--- src/hw/rtl/ctb_pkg.sv ---
// ----------------------------------------------------------------------------
// ctb_pkg
// Types, constants and codes shared by the cascaded timebase timer bank.
// ----------------------------------------------------------------------------
package ctb_pkg;

  localparam int FastTimers  = 16;
  localparam int MidTimers   = 16;
  localparam int SlowTimers  = 16;
  localparam int TotalTimers = FastTimers + MidTimers + SlowTimers;
  localparam int AddrW       = $clog2(TotalTimers);
  localparam int CntW        = $clog2(TotalTimers + 1);
  localparam int ValueW      = 15;
  localparam int SubW        = 4;
  localparam int RuntimeW    = 32;

  localparam logic [ValueW-1:0] TimerCap = {ValueW{1'b1}};
  localparam logic [SubW-1:0]   Prescale = SubW'(10);

  typedef enum logic [1:0] {
    ModeTick  = 2'd0,
    ModeWrite = 2'd1,
    ModeRead  = 2'd2
  } mode_e;

  typedef enum logic [1:0] {
    StIdle,
    StWalk,
    StResp
  } ctl_state_e;

  typedef struct packed {
    logic [1:0]        mode;
    logic [5:0]        timer_index;
    logic [ValueW-1:0] write_value;
  } item_t;

  typedef struct packed {
    logic [ValueW-1:0]   read_value;
    logic                pulse_1ms;
    logic                pulse_10ms;
    logic                pulse_100ms;
    logic                pulse_1000ms;
    logic                run_led;
    logic [RuntimeW-1:0] runtime_seconds;
  } result_t;

  typedef struct packed {
    logic accept;
    logic step;
  } ctl_cmd_t;

  typedef struct packed {
    logic item_tick;
    logic walk_last;
  } dp_status_t;

endpackage

--- src/hw/rtl/ctb_ctrl.sv ---
// ----------------------------------------------------------------------------
// ctb_ctrl
// Sequencer: accepts a word, walks the timer store on a tick, strobes result.
// ----------------------------------------------------------------------------
module ctb_ctrl (
  input  logic                clk_i,
  input  logic                rst_ni,
  input  logic                start,
  input  ctb_pkg::dp_status_t status_i,
  output ctb_pkg::ctl_cmd_t   cmd_o,
  output logic                busy,
  output logic                done_o
);

  ctb_pkg::ctl_state_e state_q, state_d;

  always_ff @(posedge clk_i or negedge rst_ni) begin
    if (!rst_ni) begin
      state_q <= ctb_pkg::StIdle;
    end else begin
      state_q <= state_d;
    end
  end

  always_comb begin
    state_d = state_q;
    unique case (state_q)
      ctb_pkg::StIdle: begin
        if (start) begin
          state_d = status_i.item_tick ? ctb_pkg::StWalk : ctb_pkg::StResp;
        end
      end
      ctb_pkg::StWalk: begin
        if (status_i.walk_last) begin
          state_d = ctb_pkg::StResp;
        end
      end
      ctb_pkg::StResp: begin
        state_d = ctb_pkg::StIdle;
      end
      default: begin
        state_d = ctb_pkg::StIdle;
      end
    endcase
  end

  always_comb begin
    cmd_o  = '0;
    busy   = 1'b1;
    done_o = 1'b0;
    unique case (state_q)
      ctb_pkg::StIdle: begin
        busy         = 1'b0;
        cmd_o.accept = start;
      end
      ctb_pkg::StWalk: begin
        cmd_o.step = 1'b1;
      end
      ctb_pkg::StResp: begin
        done_o = 1'b1;
      end
      default: begin
        busy = 1'b1;
      end
    endcase
  end

endmodule

--- src/hw/rtl/ctb_datapath.sv ---
// ----------------------------------------------------------------------------
// ctb_datapath
// Prescaler chain, pulse flags, runtime counter and the timer store.
// ----------------------------------------------------------------------------
module ctb_datapath (
  input  logic                clk_i,
  input  logic                rst_ni,
  input  ctb_pkg::item_t      item_i,
  input  ctb_pkg::ctl_cmd_t   cmd_i,
  output ctb_pkg::dp_status_t status_o,
  output ctb_pkg::result_t    result_o
);

  logic [ctb_pkg::ValueW-1:0]   mem [ctb_pkg::TotalTimers];
  logic [ctb_pkg::TotalTimers-1:0] valid_q, valid_d;

  logic [ctb_pkg::SubW-1:0]     ms_q, ms_d, tens_q, tens_d, hund_q, hund_d;
  logic [3:0]                   flags_q, flags_d;
  logic                         led_q, led_d;
  logic [ctb_pkg::RuntimeW-1:0] runtime_q, runtime_d;
  logic [ctb_pkg::AddrW-1:0]    walk_cnt_q, walk_cnt_d;
  logic [ctb_pkg::CntW-1:0]     walk_end_q, walk_end_d;
  logic                         wb_q;
  logic [ctb_pkg::AddrW-1:0]    wb_addr_q;
  logic                         rsel_q, rsel_d;
  logic [ctb_pkg::ValueW-1:0]   rd_data_q;
  logic                         rd_valid_q;

  logic                         index_ok, is_tick, is_write, is_read;
  logic                         ev10, ev100, ev1000;
  logic [ctb_pkg::SubW-1:0]     tens_inc, hund_inc;
  logic [ctb_pkg::ValueW-1:0]   rd_value, bumped;
  logic                         wr_en, rd_en;
  logic [ctb_pkg::AddrW-1:0]    wr_addr, rd_addr;
  logic [ctb_pkg::ValueW-1:0]   wr_data;

  assign index_ok = 32'(item_i.timer_index) < ctb_pkg::TotalTimers;
  assign is_tick  = item_i.mode == ctb_pkg::ModeTick;
  assign is_write = item_i.mode == ctb_pkg::ModeWrite;
  assign is_read  = item_i.mode == ctb_pkg::ModeRead;

  assign ev10     = ms_q >= ctb_pkg::Prescale;
  assign tens_inc = ev10 ? tens_q + ctb_pkg::SubW'(1) : tens_q;
  assign ev100    = tens_inc >= ctb_pkg::Prescale;
  assign hund_inc = ev100 ? hund_q + ctb_pkg::SubW'(1) : hund_q;
  assign ev1000   = hund_inc >= ctb_pkg::Prescale;

  assign rd_value = rd_valid_q ? rd_data_q : '0;
  assign bumped   = (rd_value < ctb_pkg::TimerCap) ? rd_value + ctb_pkg::ValueW'(1) : rd_value;

  assign wr_en   = (cmd_i.accept && is_write && index_ok) || wb_q;
  assign wr_addr = wb_q ? wb_addr_q : ctb_pkg::AddrW'(item_i.timer_index);
  assign wr_data = wb_q ? bumped : item_i.write_value;
  assign rd_en   = (cmd_i.accept && is_read && index_ok) || cmd_i.step;
  assign rd_addr = cmd_i.step ? walk_cnt_q : ctb_pkg::AddrW'(item_i.timer_index);

  always_comb begin
    ms_d       = ms_q;
    tens_d     = tens_q;
    hund_d     = hund_q;
    flags_d    = flags_q;
    led_d      = led_q;
    runtime_d  = runtime_q;
    walk_cnt_d = walk_cnt_q;
    walk_end_d = walk_end_q;
    rsel_d     = rsel_q;
    valid_d    = valid_q;
    if (wr_en) begin
      valid_d[wr_addr] = 1'b1;
    end
    if (cmd_i.accept) begin
      rsel_d = is_read && index_ok;
      if (is_tick) begin
        ms_d       = (ev10 ? '0 : ms_q) + ctb_pkg::SubW'(1);
        tens_d     = ev100 ? '0 : tens_inc;
        hund_d     = ev1000 ? '0 : hund_inc;
        flags_d    = flags_q ^ {ev1000, ev100, ev10, 1'b1};
        led_d      = ev100 ? flags_d[2] : led_q;
        runtime_d  = ev1000 ? runtime_q + ctb_pkg::RuntimeW'(1) : runtime_q;
        walk_cnt_d = '0;
        if (ev100) begin
          walk_end_d = ctb_pkg::CntW'(ctb_pkg::TotalTimers);
        end else if (ev10) begin
          walk_end_d = ctb_pkg::CntW'(ctb_pkg::FastTimers + ctb_pkg::MidTimers);
        end else begin
          walk_end_d = ctb_pkg::CntW'(ctb_pkg::FastTimers);
        end
      end
    end else if (cmd_i.step) begin
      walk_cnt_d = walk_cnt_q + ctb_pkg::AddrW'(1);
    end
  end

  always_ff @(posedge clk_i or negedge rst_ni) begin
    if (!rst_ni) begin
      ms_q       <= '0;
      tens_q     <= '0;
      hund_q     <= '0;
      flags_q    <= '0;
      led_q      <= 1'b0;
      runtime_q  <= '0;
      valid_q    <= '0;
      walk_cnt_q <= '0;
      walk_end_q <= '0;
      wb_q       <= 1'b0;
      rsel_q     <= 1'b0;
      rd_valid_q <= 1'b0;
    end else begin
      ms_q       <= ms_d;
      tens_q     <= tens_d;
      hund_q     <= hund_d;
      flags_q    <= flags_d;
      led_q      <= led_d;
      runtime_q  <= runtime_d;
      valid_q    <= valid_d;
      walk_cnt_q <= walk_cnt_d;
      walk_end_q <= walk_end_d;
      wb_q       <= cmd_i.step;
      rsel_q     <= rsel_d;
      if (rd_en) begin
        rd_valid_q <= valid_q[rd_addr];
      end
    end
  end

  always_ff @(posedge clk_i) begin
    wb_addr_q <= walk_cnt_q;
    if (wr_en) begin
      mem[wr_addr] <= wr_data;
    end
    if (rd_en) begin
      rd_data_q <= mem[rd_addr];
    end
  end

  assign status_o.item_tick = is_tick;
  assign status_o.walk_last =
    (ctb_pkg::CntW'(walk_cnt_q) + ctb_pkg::CntW'(1)) == walk_end_q;

  assign result_o.read_value      = rsel_q ? rd_value : '0;
  assign result_o.pulse_1ms       = flags_q[0];
  assign result_o.pulse_10ms      = flags_q[1];
  assign result_o.pulse_100ms     = flags_q[2];
  assign result_o.pulse_1000ms    = flags_q[3];
  assign result_o.run_led         = led_q;
  assign result_o.runtime_seconds = runtime_q;

endmodule

--- src/hw/rtl/cascaded_timebase_timer_bank.sv ---
// ----------------------------------------------------------------------------
// cascaded_timebase_timer_bank
// Millisecond timebase with 10/100/1000 ms cascades and three timer banks.
// ----------------------------------------------------------------------------
// A word is taken on item_i at a rising edge where start is high and busy is
// low. Mode tick advances the timebase, mode write stores a timer, mode read
// fetches one; any other mode only reports the current status.
// Each accepted word gives exactly one result word on result_o, shown for a
// single cycle while done_o is high. The receiver cannot stall it.
// Write, read and unused modes go from accept straight to the result state.
// A tick walks the timer store one timer per cycle through its single
// read and write port, read-modify-write pipelined: the 1 ms bank, also
// the 10 ms bank when it is due, and also the 100 ms bank when that is due.
// busy is high from the cycle after accept until the result cycle ends.
// Reset clears the timebase, flags, runtime and all timers at once; the
// block accepts a word in the first cycle after reset is released.
// ----------------------------------------------------------------------------
module cascaded_timebase_timer_bank (
  input  logic             clk_i,
  input  logic             rst_ni,
  input  logic             start,
  output logic             busy,
  input  ctb_pkg::item_t   item_i,
  output logic             done_o,
  output ctb_pkg::result_t result_o
);

  ctb_pkg::ctl_cmd_t   cmd;
  ctb_pkg::dp_status_t status;

  ctb_ctrl u_ctrl (
    .clk_i    (clk_i),
    .rst_ni   (rst_ni),
    .start    (start),
    .status_i (status),
    .cmd_o    (cmd),
    .busy     (busy),
    .done_o   (done_o)
  );

  ctb_datapath u_datapath (
    .clk_i    (clk_i),
    .rst_ni   (rst_ni),
    .item_i   (item_i),
    .cmd_i    (cmd),
    .status_o (status),
    .result_o (result_o)
  );

endmodule

--- config.mk ---
export PLATFORM = sky130hd
export DESIGN_NAME = cascaded_timebase_timer_bank
export DESIGN_NICKNAME = d
export VERILOG_FILES = /design/src/hw/rtl/ctb_pkg.sv /design/src/hw/rtl/ctb_ctrl.sv /design/src/hw/rtl/ctb_datapath.sv /design/src/hw/rtl/cascaded_timebase_timer_bank.sv
export SDC_FILE = /design/constraint.sdc
export NUM_CORES = 1
export LEC_CHECK = 0
export BUFFER_PORTS_ARGS = -buffer_cell sky130_fd_sc_hd__buf_4
export CAP_MARGIN = 15
export CORE_UTILIZATION = 45
export CTS_CLUSTER_DIAMETER = 150
export CTS_CLUSTER_SIZE = 10
export DETAILED_ROUTE_END_ITERATION = 8
export PLACE_DENSITY_LB_ADDON = 0.2
export SYNTH_ARGS = -nofsm -noshare
export SYNTH_HDL_FRONTEND = slang
export SYNTH_SLANG_ARGS = --single-unit
--- constraint.sdc ---
create_clock -name clk_i -period 10.5 [get_ports clk_i]
set_input_delay 0.525 -clock clk_i [delete_from_list [all_inputs] [get_ports clk_i]]
set_output_delay 0.525 -clock clk_i [all_outputs]
set_load 0.01 [all_outputs]
==> impl_metrics.toml <==
[yosys]
synth_top_area_share = 0.635
syn_inst = 2369
synthAdderAreaFrac = 0.00216
netlist_top_cells_count = "edfxtp_1 (735), nand2_1 (460), nand3_1 (168)"
yosys_warnings = 0
synthesis.nets = 2401
yosysUniqueCellTypes = 77
ys_ff_latch = 851
synth_top_family_by_area = "simple AND/OR/NAND/NOR gates"
synth_area_per_cell_um2 = 14.7
yosys.area.top_type = "edfxtp_1"
synthTopCellsByArea = "edfxtp_1 (64%), dfrtp_1 (7.9%), nand2_1 (5.0%)"
yosysMostFrequentCell = "edfxtp_1"
synth_mux_area_frac = 0.0770
async_flop_share = 0.129
syn_area_um2 = 34700
synthXorXnorAreaFrac = 0.0129
synth_flop_cell = "edfxtp_1"
ys_seq_area_frac = 0.718
synth_compound_area_frac = 0.0510
synth-edff-count = 735
yosys.area_share.simple = 0.115

[clock_network]
cts_buffer_depth = 3
cts_tree = "built"
cts_root_buf = "clkbuf_16"
clk_pin_slew_ns = 0.06
ctsHoldBuffers = 1
clk_latency_ns = 0.64
cts_buffers = 95
ctsHtreeMaxLevel = 3
post_cts_resized = 0
cts_sinks = 851
post-cts-setup-buffers = 0

[critical_path]
path_class = "reg2reg"
start_kind = "flop"
required_ns = 10.97
endpoint_kind = "flop"
crit_arrival_ns = 5.50
path_max_fanout = 76

[global_route]
grt_max_degree = 95
grt_pass1_vias = 20662
grt_pass1_wl_mm = 137
grt_util_all_layers = 0.240
antenna_found_initial = 2
grt-ovfl-total = 0

[detailed_routing]
postRouteAntennaNets = 0
drt-total-wl_mm = 93.5
avgViaCountPerCell = 5.87
num_vias = 21107
drtPass1Iterations = 6
wl_per_cell_um = 26.0
dr.first_iter.drc_count = 2253
drc_errors = 0

[placement]
port-buffer-count = 79
hpwl_mm = 55.9
place_area_um2 = 36700
post-place-ws_ns = 5.51
gp_congestion = 0.874

[sta]
worst_pin_slew_ns = 1.16
rsz0062_at_grt = "no"
fin_crit_sh = 0.479
fmax_mhz = 199
slew_headroom = 0.222
finalWorstPathRequiredPeriod_ns = 5.03
skew_ns = 0.0305
hold_violations = 0
setup_tns_ns = 0
setup_slack_ns = 5.47
setup_violations = 0
slew_viol_final = 0

[final_layout]
utilization = 0.518
final_area_um2 = 39500
drive_above_1_share = 0.172
syn_to_final_growth_pct = 13.7
nets = 2547

[power]
cellLeakagePower_nw = 13.8
power_density_nw_per_um2 = 243
vdd.ir_drop.worst_uv = 149

[floorplanning]
die_w_um = 280
start_util = 0.456
io_pins = 80
coreArea_um2 = 76200
die_h_um = 280
die_area_um2 = 78300
rows = 101

[run]
maxCapViolations = 0

[run_status]
status = "complete, no violations"

[hold_path]
min_path_type = "in2reg"
## worst paths after layout
path                       slack, ns              startpoint                      end  cells after the start
setup / recovery                5.47       u_ctrl.state_q[1]  u_datapath.rd_data_q[4]                     10
hold / removal                  0.27                   start        u_ctrl.state_q[1]                      4
setup reg to reg                5.47       u_ctrl.state_q[1]  u_datapath.rd_data_q[4]                     10
hold reg to reg                 0.46  u_datapath.valid_q[41]   u_datapath.valid_q[41]                      1
max in group asynchronous       8.71                  rst_ni          u_datapath.wb_q                      3
min in group asynchronous       0.41                  rst_ni  u_datapath.runtime_q[8]                      2
## sequential cells by signal, indices dropped and copies added (netlist names)
name,flops
u_ctrl.state_q,2
u_datapath.flags_q,4
u_datapath.hund_q,4
u_datapath.led_q,1
u_datapath.mem,720
u_datapath.ms_q,4
u_datapath.rd_data_q,15
u_datapath.rd_valid_q,1
u_datapath.rsel_q,1
u_datapath.runtime_q,32
u_datapath.tens_q,4
u_datapath.valid_q,48
u_datapath.walk_cnt_q,6
u_datapath.walk_end_q,2
u_datapath.wb_addr_q,6
u_datapath.wb_q,1
## final cells by class
| type | count | area (um2) |
|---|---|---|
| tap | 1030 | 1290 |
| inverter | 20 | 77.6 |
| timing repair buffer | 171 | 1340 |
| sequential | 851 | 24900 |
| multi-input combinational | 1376 | 9160 |
| clock buffer | 146 | 2650 |
| clock inverter | 3 | 41.3 |
| antenna | 1 | 2.50 |
| fill | 6329 | 36700 |
## metrics by stage
step | std cells | hold WS, ns | power, mW
global route | 3597 | 0.290 | 9.94
global placement | 3443 | 0.445 | 6.61
floorplan | 2369 | 0.229 | 5.82
finish | 3598 | 0.268 | 9.60
CTS | 3593 | 0.231 | 9.62
detailed placement | 3443 | 0.448 | 6.66
## layout by cell type (no fill, tap or decap), drive strengths merged, types with 10 or more instances in the layout
| cell type | instances |
|---|---|
| xor2 | 23 |
| nor2 | 111 |
| a21oi | 46 |
| o21ai | 36 |
| inv | 21 |
| mux2i | 86 |
| edfxtp | 735 |
| o211ai | 11 |
| mux4 | 75 |
| and3 | 25 |
| nand4 | 21 |
| dfrtp | 110 |
| xnor2 | 28 |
| nor3 | 16 |
| nand3 | 168 |
| nand2 | 460 |
| o22ai | 10 |
| buf | 170 |
| nand2b | 12 |
| a31oi | 45 |
| clkbuf | 146 |
| a32oi | 31 |
| or2 | 50 |
## cells by family after synthesis
| group | after synthesis |
|---|---|
| buf+inv | 142 |
| simple gates | 898 |
| compound gates | 253 |
| fa+ha+maj | 6 |
| mux | 168 |
| xor+xnor | 51 |
| flops | 851 |
## critical path: stages (launching register included)
cell	delay, ns
dfrtp_1	0.43
nand2b_4	0.29
inv_4	0.31
mux2_8	0.56
buf_4	0.83
buf_4	0.76
nor2_1	0.49
nand3_1	0.18
a31oi_1	0.10
or4_1	0.54
a41oi_1	0.21
## routing by layer
metal	vias up	GRT usage	part of all wire
met2	846	0.384	0.47
li1	9216	-	-
met5	-	0	0
met3	155	0.0420	0.075
met4	0	0.0841	0.032
met1	10890	0.331	0.42
## power breakdown
part	total (mW)	switching (mW)	leakage, nW	internal [mW]
clock network	2.96	1.25	1.29	1.72
registers	4.30	0.145	8.04	4.16
logic	2.33	1.59	4.48	0.741
total	9.60	2.99	13.8	6.62
Note: power is estimated with default switching activity, not from simulation.
